===== config.mk =====
export PLATFORM = sky130hd
export DESIGN_NAME = spectrum_bin_to_column_max_hold
export DESIGN_NICKNAME = d
export VERILOG_FILES = /design/src/hdl/sbcm_pkg.sv /design/src/hdl/sbcm_ram.sv /design/src/hdl/sbcm_div.sv /design/src/hdl/spectrum_bin_to_column_max_hold.sv
export VERILOG_INCLUDE_DIRS = /design/src /design/src/hdl
export SDC_FILE = /design/constraint.sdc
export NUM_CORES = 2
export LEC_CHECK = 0
export BUFFER_PORTS_ARGS = -buffer_cell sky130_fd_sc_hd__buf_2
export CORE_ASPECT_RATIO = 1.1
export CORE_UTILIZATION = 44
export DETAILED_ROUTE_END_ITERATION = 6
export GPL_TIMING_DRIVEN = 1
export PLACE_DENSITY_LB_ADDON = 0.15
export SETUP_SLACK_MARGIN = 0.02
export SLEW_MARGIN = 0
export SYNTH_ARGS = -nofsm -noshare
export SYNTH_HDL_FRONTEND = slang
export SYNTH_HIERARCHICAL = 1
export SYNTH_SLANG_ARGS = --single-unit

===== constraint.sdc =====
create_clock -name clk -period 7.46 [get_ports clk]
set_input_delay 0.373 -clock clk [delete_from_list [all_inputs] [get_ports clk]]
set_output_delay 0.373 -clock clk [all_outputs]
set_load 0.02 [all_outputs]

===== src/hdl/assert_macros.svh =====
// Assertion macros shared by the spectrum column block.
// Depends on nothing; included by the files that carry assertions.
`ifndef ASSERT_MACROS_SVH
`define ASSERT_MACROS_SVH

// The condition must never hold at a clock edge outside reset.
`define ASSERT_NEVER(lbl, clk, rstn, cond) \
	lbl: assert property (@(posedge clk) disable iff (!(rstn)) !(cond)) \
	else $error("assertion failed: condition must not hold");

// The antecedent implies the consequent in the same cycle.
`define ASSERT_IMPL(lbl, clk, rstn, ante, cons) \
	lbl: assert property (@(posedge clk) disable iff (!(rstn)) (ante) |-> (cons)) \
	else $error("assertion failed: implication broken");

`endif


===== src/hdl/sbcm_pkg.sv =====
// Shared constants and types of the spectrum bin to column max-hold block.
// Used by the divider and the top level; depends on nothing.
package sbcm_pkg;

	localparam int COLUMNS  = 240;
	localparam int COL_W    = $clog2(COLUMNS);
	localparam int HZ_W     = 33;
	localparam int ACC_W    = HZ_W + 1;
	localparam int FREQ_W   = HZ_W + 2;
	localparam int PROD_W   = ACC_W + COL_W;
	localparam int DIV_CNT_W = $clog2(PROD_W);
	localparam int BIN_W    = 8;
	localparam int PWR_W    = 8;
	localparam int OP_W     = 2;
	localparam int IDX_W    = 2;

	localparam logic [FREQ_W-1:0] BIN_HZ = FREQ_W'(78125);

	localparam logic [BIN_W-1:0] UPPER_FIRST = BIN_W'(2);
	localparam logic [BIN_W-1:0] UPPER_LAST  = BIN_W'(119);
	localparam logic [BIN_W-1:0] LOWER_FIRST = BIN_W'(136);
	localparam logic [BIN_W-1:0] LOWER_LAST  = BIN_W'(253);
	localparam logic [FREQ_W-1:0] UPPER_BIAS_HZ = FREQ_W'(126 * 78125);
	localparam logic [FREQ_W-1:0] LOWER_BIAS_HZ = FREQ_W'(120 * 78125);
	// A run underflows when the centre lies below (bias - first) bins.
	localparam logic [FREQ_W-1:0] UPPER_LIMIT_HZ = FREQ_W'((126 - 2) * 78125);
	// The lower run's first bin lies above its bias, so it can never underflow.
	localparam logic [FREQ_W-1:0] LOWER_LIMIT_HZ = '0;

	localparam logic [ACC_W-1:0] ACC_MAX = {ACC_W{1'b1}};

	localparam logic [OP_W-1:0] OP_BIN   = 2'd0;
	localparam logic [OP_W-1:0] OP_READ  = 2'd1;
	localparam logic [OP_W-1:0] OP_CLEAR = 2'd2;

	localparam logic [IDX_W-1:0] REG_PIXEL_STEP = 2'd0;
	localparam logic [IDX_W-1:0] REG_BIN_CREDIT = 2'd1;
	localparam logic [IDX_W-1:0] REG_SPAN_LOW   = 2'd2;
	localparam logic [IDX_W-1:0] REG_SPAN_HIGH  = 2'd3;

	typedef struct packed {
		logic              done;
		logic              busy;
		logic [PROD_W-1:0] quotient;
		logic [ACC_W-1:0]  remainder;
	} div_res_t;

endpackage


===== src/hdl/sbcm_ram.sv =====
// Generic single-port-write, single-port-read RAM with registered read data.
// Stand-alone; holds the column line of the spectrum block.
module sbcm_ram #(
	parameter int WIDTH = 8,
	parameter int DEPTH = 240
) (
	input  logic                     clk,
	input  logic                     we,
	input  logic [$clog2(DEPTH)-1:0] waddr,
	input  logic [WIDTH-1:0]         wdata,
	input  logic [$clog2(DEPTH)-1:0] raddr,
	output logic [WIDTH-1:0]         rdata
);

	logic [WIDTH-1:0] mem [DEPTH];

	always_ff @(posedge clk) begin
		if (we) begin
			mem[waddr] <= wdata;
		end
		rdata <= mem[raddr];
	end

endmodule


===== src/hdl/sbcm_div.sv =====
// Restoring divider, one quotient bit per cycle, shared by the progress and
// column calculations. Depends on sbcm_pkg and assert_macros.svh.
`include "assert_macros.svh"
module sbcm_div (
	input  logic                       clk,
	input  logic                       arst_n,
	input  logic                       start,
	input  logic [sbcm_pkg::PROD_W-1:0] dividend,
	input  logic [sbcm_pkg::ACC_W-1:0]  divisor,
	output sbcm_pkg::div_res_t          res
);

	logic                          busy_q;
	logic                          done_q;
	logic [sbcm_pkg::DIV_CNT_W-1:0] cnt_q;
	logic [sbcm_pkg::PROD_W-1:0]    quo_q;
	logic [sbcm_pkg::ACC_W-1:0]     rem_q;
	logic [sbcm_pkg::ACC_W-1:0]     dvs_q;
	logic [sbcm_pkg::ACC_W:0]       shifted;
	logic [sbcm_pkg::ACC_W+1:0]     trial;
	logic                          ge;

	assign shifted = {rem_q, quo_q[sbcm_pkg::PROD_W-1]};
	assign trial   = {1'b0, shifted} - {2'b00, dvs_q};
	assign ge      = !trial[sbcm_pkg::ACC_W+1];

	always_ff @(posedge clk or negedge arst_n) begin
		if (!arst_n) begin
			busy_q <= 1'b0;
			done_q <= 1'b0;
			cnt_q  <= '0;
		end else begin
			done_q <= 1'b0;
			if (start) begin
				busy_q <= 1'b1;
				cnt_q  <= sbcm_pkg::DIV_CNT_W'(sbcm_pkg::PROD_W - 1);
			end else if (busy_q) begin
				cnt_q <= cnt_q - sbcm_pkg::DIV_CNT_W'(1);
				if (cnt_q == '0) begin
					busy_q <= 1'b0;
					done_q <= 1'b1;
				end
			end
		end
	end

	always_ff @(posedge clk) begin
		if (start) begin
			quo_q <= dividend;
			rem_q <= '0;
			dvs_q <= divisor;
		end else if (busy_q) begin
			rem_q <= ge ? trial[sbcm_pkg::ACC_W-1:0] : shifted[sbcm_pkg::ACC_W-1:0];
			quo_q <= {quo_q[sbcm_pkg::PROD_W-2:0], ge};
		end
	end

	assign res.done      = done_q;
	assign res.busy      = busy_q;
	assign res.quotient  = quo_q;
	assign res.remainder = rem_q;

	`ASSERT_NEVER(a_start_idle, clk, arst_n, start && busy_q)
	`ASSERT_IMPL(a_done_after_busy, clk, arst_n, done_q, !busy_q && $past(busy_q))

endmodule


===== src/hdl/spectrum_bin_to_column_max_hold.sv =====
// Spectrum bin to display column max-hold, top level with control sequencer.
// A bin item takes two passes of the shared divider (progress steps, then column index)
// plus sequencing and the line RAM update; it is quicker when it stops early or progress
// is full. A read passes through ST_RD, a clear or ignored item goes straight to ST_OUT;
// the next item can be taken in the same cycle as its result appears on m_tvalid.
// Reset (asynchronous, active low) zeroes config registers, progress, credit and column valid bits.
`include "assert_macros.svh"
module spectrum_bin_to_column_max_hold (
	input  logic        clk,
	input  logic        arst_n,
	input  logic        s_tvalid,
	output logic        s_tready,
	input  logic [63:0] s_tdata,  // bin_number, power, center_hz, column, zero pad
	input  logic [1:0]  s_tuser,  // op
	output logic        m_tvalid,
	input  logic        m_tready,
	output logic [15:0] m_tdata,  // progress, column_value
	input  logic        cfg_valid,
	output logic        cfg_ready,
	input  logic [1:0]  cfg_index,
	input  logic [32:0] cfg_data
);

	localparam logic [3:0] ST_IDLE = 4'd0;
	localparam logic [3:0] ST_ACC  = 4'd1;
	localparam logic [3:0] ST_DIV1 = 4'd2;
	localparam logic [3:0] ST_FREQ = 4'd3;
	localparam logic [3:0] ST_SPAN = 4'd4;
	localparam logic [3:0] ST_MUL  = 4'd5;
	localparam logic [3:0] ST_GO2  = 4'd6;
	localparam logic [3:0] ST_DIV2 = 4'd7;
	localparam logic [3:0] ST_CMP  = 4'd8;
	localparam logic [3:0] ST_RD   = 4'd9;
	localparam logic [3:0] ST_OUT  = 4'd10;

	localparam int CW = sbcm_pkg::COL_W;
	localparam int FW = sbcm_pkg::FREQ_W;
	localparam int AW = sbcm_pkg::ACC_W;
	localparam int PW = sbcm_pkg::PROD_W;
	localparam int HW = sbcm_pkg::HZ_W;

	logic [3:0]  state_q;
	logic [HW-1:0] pixel_q, credit_cfg_q, low_q, high_q;
	logic [AW-1:0] credit_q;
	logic [CW-1:0] progress_q;
	logic [sbcm_pkg::COLUMNS-1:0] valid_q;

	logic [sbcm_pkg::BIN_W-1:0] bin_q;
	logic [sbcm_pkg::PWR_W-1:0] power_q;
	logic [HW-1:0] center_q;
	logic          upper_q;
	logic [FW-1:0] freq_q;
	logic [PW-1:0] prod_q;
	logic [CW-1:0] col_q;
	logic [sbcm_pkg::PWR_W-1:0] value_q;
	logic [15:0]   out_data_q;
	logic          out_valid_q;
	logic          out_load;

	logic [sbcm_pkg::BIN_W-1:0] in_bin;
	logic [sbcm_pkg::PWR_W-1:0] in_power;
	logic [HW-1:0] in_center;
	logic [CW-1:0] in_column;
	logic          in_upper, in_lower, cfg_ok, accept;

	logic [AW:0]   acc_sum;
	logic [AW-1:0] acc_sat;
	logic [CW-1:0] room;
	logic [PW-1:0] room_prod;
	logic [FW-1:0] freq_sum, limit, bias_hz, diff;
	logic          div_start;
	logic [PW-1:0] div_dividend;
	logic [AW-1:0] div_divisor;
	sbcm_pkg::div_res_t div_res;

	logic          ram_we;
	logic [CW-1:0] ram_raddr;
	logic [sbcm_pkg::PWR_W-1:0] ram_rdata, stored;

	assign in_bin    = s_tdata[7:0];
	assign in_power  = s_tdata[15:8];
	assign in_center = s_tdata[48:16];
	assign in_column = s_tdata[56:49];
	assign in_upper  = (in_bin >= sbcm_pkg::UPPER_FIRST) && (in_bin <= sbcm_pkg::UPPER_LAST);
	assign in_lower  = (in_bin >= sbcm_pkg::LOWER_FIRST) && (in_bin <= sbcm_pkg::LOWER_LAST);
	assign cfg_ok    = (pixel_q != '0) && (credit_cfg_q != '0) && (high_q > low_q);

	assign s_tready  = (state_q == ST_IDLE);
	assign accept    = s_tvalid && s_tready;
	assign cfg_ready = 1'b1;
	assign m_tvalid  = out_valid_q;
	assign m_tdata   = out_data_q;
	assign out_load  = (state_q == ST_OUT) && (!out_valid_q || m_tready);

	assign acc_sum   = {1'b0, credit_q} + (AW + 1)'(credit_cfg_q);
	assign acc_sat   = acc_sum[AW] ? sbcm_pkg::ACC_MAX : acc_sum[AW-1:0];
	assign room      = CW'(sbcm_pkg::COLUMNS) - progress_q;
	assign room_prod = PW'(room) * PW'(pixel_q);

	assign bias_hz  = upper_q ? sbcm_pkg::UPPER_BIAS_HZ : sbcm_pkg::LOWER_BIAS_HZ;
	assign limit    = upper_q ? sbcm_pkg::UPPER_LIMIT_HZ : sbcm_pkg::LOWER_LIMIT_HZ;
	assign freq_sum = FW'(center_q) + FW'(bin_q) * sbcm_pkg::BIN_HZ - bias_hz;
	assign diff     = freq_q - FW'(low_q);

	// The divider computes credit / step first, then column product / span.
	assign div_start    = ((state_q == ST_ACC) && (progress_q < CW'(sbcm_pkg::COLUMNS)))
		|| (state_q == ST_GO2);
	assign div_dividend = (state_q == ST_ACC) ? PW'(acc_sat) : prod_q;
	assign div_divisor  = (state_q == ST_ACC) ? AW'(pixel_q) : AW'(high_q - low_q);

	sbcm_div u_div (
		.clk      (clk),
		.arst_n   (arst_n),
		.start    (div_start),
		.dividend (div_dividend),
		.divisor  (div_divisor),
		.res      (div_res)
	);

	assign ram_raddr = (state_q == ST_IDLE) ? in_column : div_res.quotient[CW-1:0];
	assign stored    = valid_q[col_q] ? ram_rdata : '0;
	assign ram_we    = (state_q == ST_CMP) && (power_q > stored);

	sbcm_ram #(
		.WIDTH (sbcm_pkg::PWR_W),
		.DEPTH (sbcm_pkg::COLUMNS)
	) u_line (
		.clk   (clk),
		.we    (ram_we),
		.waddr (col_q),
		.wdata (power_q),
		.raddr (ram_raddr),
		.rdata (ram_rdata)
	);

	always_ff @(posedge clk or negedge arst_n) begin
		if (!arst_n) begin
			pixel_q      <= '0;
			credit_cfg_q <= '0;
			low_q        <= '0;
			high_q       <= '0;
		end else if (cfg_valid) begin
			case (cfg_index)
				sbcm_pkg::REG_PIXEL_STEP: pixel_q      <= cfg_data;
				sbcm_pkg::REG_BIN_CREDIT: credit_cfg_q <= cfg_data;
				sbcm_pkg::REG_SPAN_LOW:   low_q        <= cfg_data;
				sbcm_pkg::REG_SPAN_HIGH:  high_q       <= cfg_data;
				default: ;
			endcase
		end
	end

	always_ff @(posedge clk or negedge arst_n) begin
		if (!arst_n) begin
			state_q     <= ST_IDLE;
			credit_q    <= '0;
			progress_q  <= '0;
			valid_q     <= '0;
			out_valid_q <= 1'b0;
		end else begin
			if (out_load) begin
				out_valid_q <= 1'b1;
			end else if (m_tready) begin
				out_valid_q <= 1'b0;
			end
			case (state_q)
				ST_IDLE: begin
					if (accept) begin
						state_q <= ST_OUT;
						case (s_tuser)
							sbcm_pkg::OP_BIN: begin
								if (cfg_ok && (in_upper || in_lower)) begin
									state_q <= ST_ACC;
								end
							end
							sbcm_pkg::OP_READ: begin
								if (in_column < CW'(sbcm_pkg::COLUMNS)) begin
									state_q <= ST_RD;
								end
							end
							sbcm_pkg::OP_CLEAR: begin
								valid_q    <= '0;
								progress_q <= '0;
								credit_q   <= '0;
							end
							default: ;
						endcase
					end
				end
				ST_ACC: begin
					credit_q <= acc_sat;
					state_q  <= (progress_q < CW'(sbcm_pkg::COLUMNS)) ? ST_DIV1 : ST_FREQ;
				end
				ST_DIV1: begin
					if (div_res.done) begin
						state_q <= ST_FREQ;
						if (div_res.quotient > PW'(room)) begin
							progress_q <= CW'(sbcm_pkg::COLUMNS);
							credit_q   <= credit_q - room_prod[AW-1:0];
						end else begin
							progress_q <= progress_q + div_res.quotient[CW-1:0];
							credit_q   <= div_res.remainder;
						end
					end
				end
				ST_FREQ: begin
					state_q <= (FW'(center_q) < limit) ? ST_OUT : ST_SPAN;
				end
				ST_SPAN: begin
					state_q <= (freq_q < FW'(low_q)) ? ST_OUT : ST_MUL;
				end
				ST_MUL: state_q <= ST_GO2;
				ST_GO2: state_q <= ST_DIV2;
				ST_DIV2: begin
					if (div_res.done) begin
						state_q <= (div_res.quotient < PW'(sbcm_pkg::COLUMNS)) ? ST_CMP : ST_OUT;
					end
				end
				ST_CMP: begin
					if (ram_we) begin
						valid_q[col_q] <= 1'b1;
					end
					state_q <= ST_OUT;
				end
				ST_RD: state_q <= ST_OUT;
				ST_OUT: begin
					if (out_load) begin
						state_q <= ST_IDLE;
					end
				end
				default: state_q <= ST_IDLE;
			endcase
		end
	end

	always_ff @(posedge clk) begin
		if (accept) begin
			bin_q    <= in_bin;
			power_q  <= in_power;
			center_q <= in_center;
			upper_q  <= in_upper;
			col_q    <= in_column;
			value_q  <= '0;
		end
		if (state_q == ST_FREQ) begin
			freq_q <= freq_sum;
		end
		if (state_q == ST_MUL) begin
			prod_q <= PW'(diff) * PW'(sbcm_pkg::COLUMNS);
		end
		if ((state_q == ST_DIV2) && div_res.done) begin
			col_q <= div_res.quotient[CW-1:0];
		end
		if (state_q == ST_RD) begin
			value_q <= stored;
		end
		if (out_load) begin
			out_data_q <= {value_q, progress_q};
		end
	end

	`ASSERT_NEVER(a_progress_cap, clk, arst_n, progress_q > CW'(sbcm_pkg::COLUMNS))
	`ASSERT_IMPL(a_write_in_cmp, clk, arst_n, ram_we, state_q == ST_CMP)
	`ASSERT_IMPL(a_div_done_waited, clk, arst_n, div_res.done, state_q == ST_DIV1 || state_q == ST_DIV2)

endmodule

==> metrics <==
status=complete, but fails checks; failing checks=design-rule violations; Sink Count=2620; Slew Limit Fails=0; P&R area growth vs syn=12.05%; Worst setup SP type=flip-flop; WL met1=between 150000 and 200000 um; TritonCTS Buffers=between 200 and 300; Die H=565.3 um; H-tree levels=5; Placed Cells=12457; Filler cells=~24000; Req. time, crit path=between 7000 and 8000 ps; Crit path depth=19; MaxCap Viol Count=0; Bufs on Longest Clock Path=4; highest metal used=met5; initial antenna violation count=20; post-detailed-route wirelength per cell=~28 um; iteration count of the initial detailed-routing pass=7; post-route DRC violation count=9; CP max stage delay=between 800 and 900 ps; most frequent cells in the layout=2151 x edfxtp_1, 741 x nor2_1, 557 x inv_1; Crit path arrival time=7560 ps; final hold vios=0; layout cell share with drive strength beyond 1=between 10% and 20%; Final HPWL DP=between 200000 and 250000 um; commonest non-fill, non-tap cell in the layout=edfxtp_1; CTS tree=built; crit share post-route=a little over nine tenths; ordered list of cells on the worst path=buf_4 > mux4_2 > mux4_2 > mux4_2 > mux2i_1 > nor2_1 > a21oi_2 > o211ai_2 > nand2_1 > ha_1 > nand3_1 > o221ai_1 > a21oi_1 > o21ai_0 > and4_1 > buf_4 > nand3_1 > buf_4 > nor2_1; die area=slightly below 300000 um^2; Mean Syn Cell Area=about 15 um^2; Reg area=around 76000 um^2; WL met2=between 150000 and 200000 um; Vias per Instance=between 5 and 6; slew at the pin with the worst max-slew slack=1373 ps; min Tclk post-route=about 7100 ps; RSZ-0062 raised after global routing=yes; Min-Delay Path Class=in2reg; Syn. warnings=6; Layout Cells excl Fill=13049; Die W=~510 um; largest fanout on the critical path=9; Overall Global Routing Usage=about 25%; critical path buffer and inverter count=3; Mapped Cells=between 8000 and 9000; Nets=between 9000 and 10000; row cnt=approximately 200; global-route wire length before repair=between 500000 and 600000 um; final setup fails=0; syn_nets=around 9500; IO Pins=about 130; Detailed Route Iter0 Violations=between 7000 and 8000; Setup crit end kind=flip-flop; setup bufs post-CTS=0; clk slew on worst S/H paths=approximately 70 ps; synthesized area=~130000 um^2; largest net degree at the start of global routing=roughly 240; critical path class=reg2reg; routed wire length=approximately 360000 um; root buf cell=clkbuf_16; vias=roughly 76000; Routed Antenna Nets=0; clock latency on the worst-skew pair=910 ps; Top delay family on crit path=simple AND/OR/NAND/NOR gates; GRT overflow=0; core area=286600 um^2; Fmax=140.7 MHz; vias in the first global route=about 77000; Max-slew headroom=under 10%; Setup Skew=108.8 ps; Multi-input gate area=46540 um^2; crit path max-delay cell type=edfxtp_1; initial core utilization=around 44%; Worst Reg2Reg Path Length in Cells=19; port bufs=around 120; RePlAce Congestion=roughly 0.93; met3 wire length=25470 um; worst hold stages=2
per-stage QoR:
stage / TNS [ps] / util, % / instance area, um^2 / setup WS [ps] / hold slack [ps]
after global placement: 0 / 46.18 / 132300 / 198.7 / 339.9
after floorplan: 0 / - / 126900 / 898.9 / 77.41
after CTS: 0 / 49.61 / 142200 / 309.4 / 1.166
after detailed placement: 0 / 46.18 / 132300 / 376.4 / 341.1
after global routing: -33.28 / 49.62 / 142200 / -33.28 / 45.14
final: 0 / 49.62 / 142200 / 352.0 / 80.92
cell type report:
cell class	instances	area share (%)
antenna	3	0.005278
clock buffer	371	5.470
clock inverter	129	0.8260
inverter	561	1.482
multi-input combinational	5057	32.72
sequential	2620	53.52
tap	3848	3.385
timing repair buffer	460	2.590
timing repair:
item,4_1_cts,5_1_grt
setup endpoints to repair,0,7
gates resized for setup,0,6
hold buffers,89,0
hold endpoints to repair,247,0
flip-flops by register name, indices dropped and copies added (netlist names), 4 cells and up:
| name | count |
|---|---|
| bin_q | 8 |
| center_q | 33 |
| col_q | 8 |
| credit_cfg_q | 33 |
| credit_q | 34 |
| freq_q | 35 |
| high_q | 33 |
| low_q | 33 |
| m_tdata | 16 |
| pixel_q | 33 |
| power_q | 8 |
| prod_q | 38 |
| progress_q | 8 |
| state_q | 4 |
| u_div/cnt_q | 6 |
| u_div/dvs_q | 34 |
| u_div/quo_q | 42 |
| u_div/rem_q | 34 |
| u_line/mem | 1920 |
| u_line/rdata | 8 |
| valid_q | 240 |
| value_q | 8 |
worst register-to-register path: stages (launching register included):
cell,delay (ps)
edfxtp_1,840
buf_4,320
mux4_2,530
mux4_2,480
mux4_2,520
mux2i_1,150
nor2_1,60
a21oi_2,180
o211ai_2,250
nand2_1,180
ha_1,160
nand3_1,100
o221ai_1,200
a21oi_1,90
o21ai_0,140
and4_1,560
buf_4,250
nand3_1,470
buf_4,470
nor2_1,770
path summary, 6_finish.rpt:
check	endpoint	start	slack (ps)
worst max-delay path	u_line/mem[213][4]	col_q[0]	350
worst min register to register	m_tdata[10]	value_q[2]	420
max in group asynchronous	valid_q[165]	arst_n	5230
worst max register to register	u_line/mem[213][4]	col_q[0]	350
min in group asynchronous	low_q[0]	arst_n	110
worst min-delay path	col_q[4]	s_tdata[53]	80
layer usage:
metal  GRT usage, %  vias to the layer above
li1               -                    33072
met1          33.99                    40064
met2          40.31                     2727
met3          4.105                      609
met4          10.06                       16
met5              0                        -
Power is left out: the tool's default activity adds up to more than one toggle a clock period on the data nets, which glitch-free logic cannot reach.
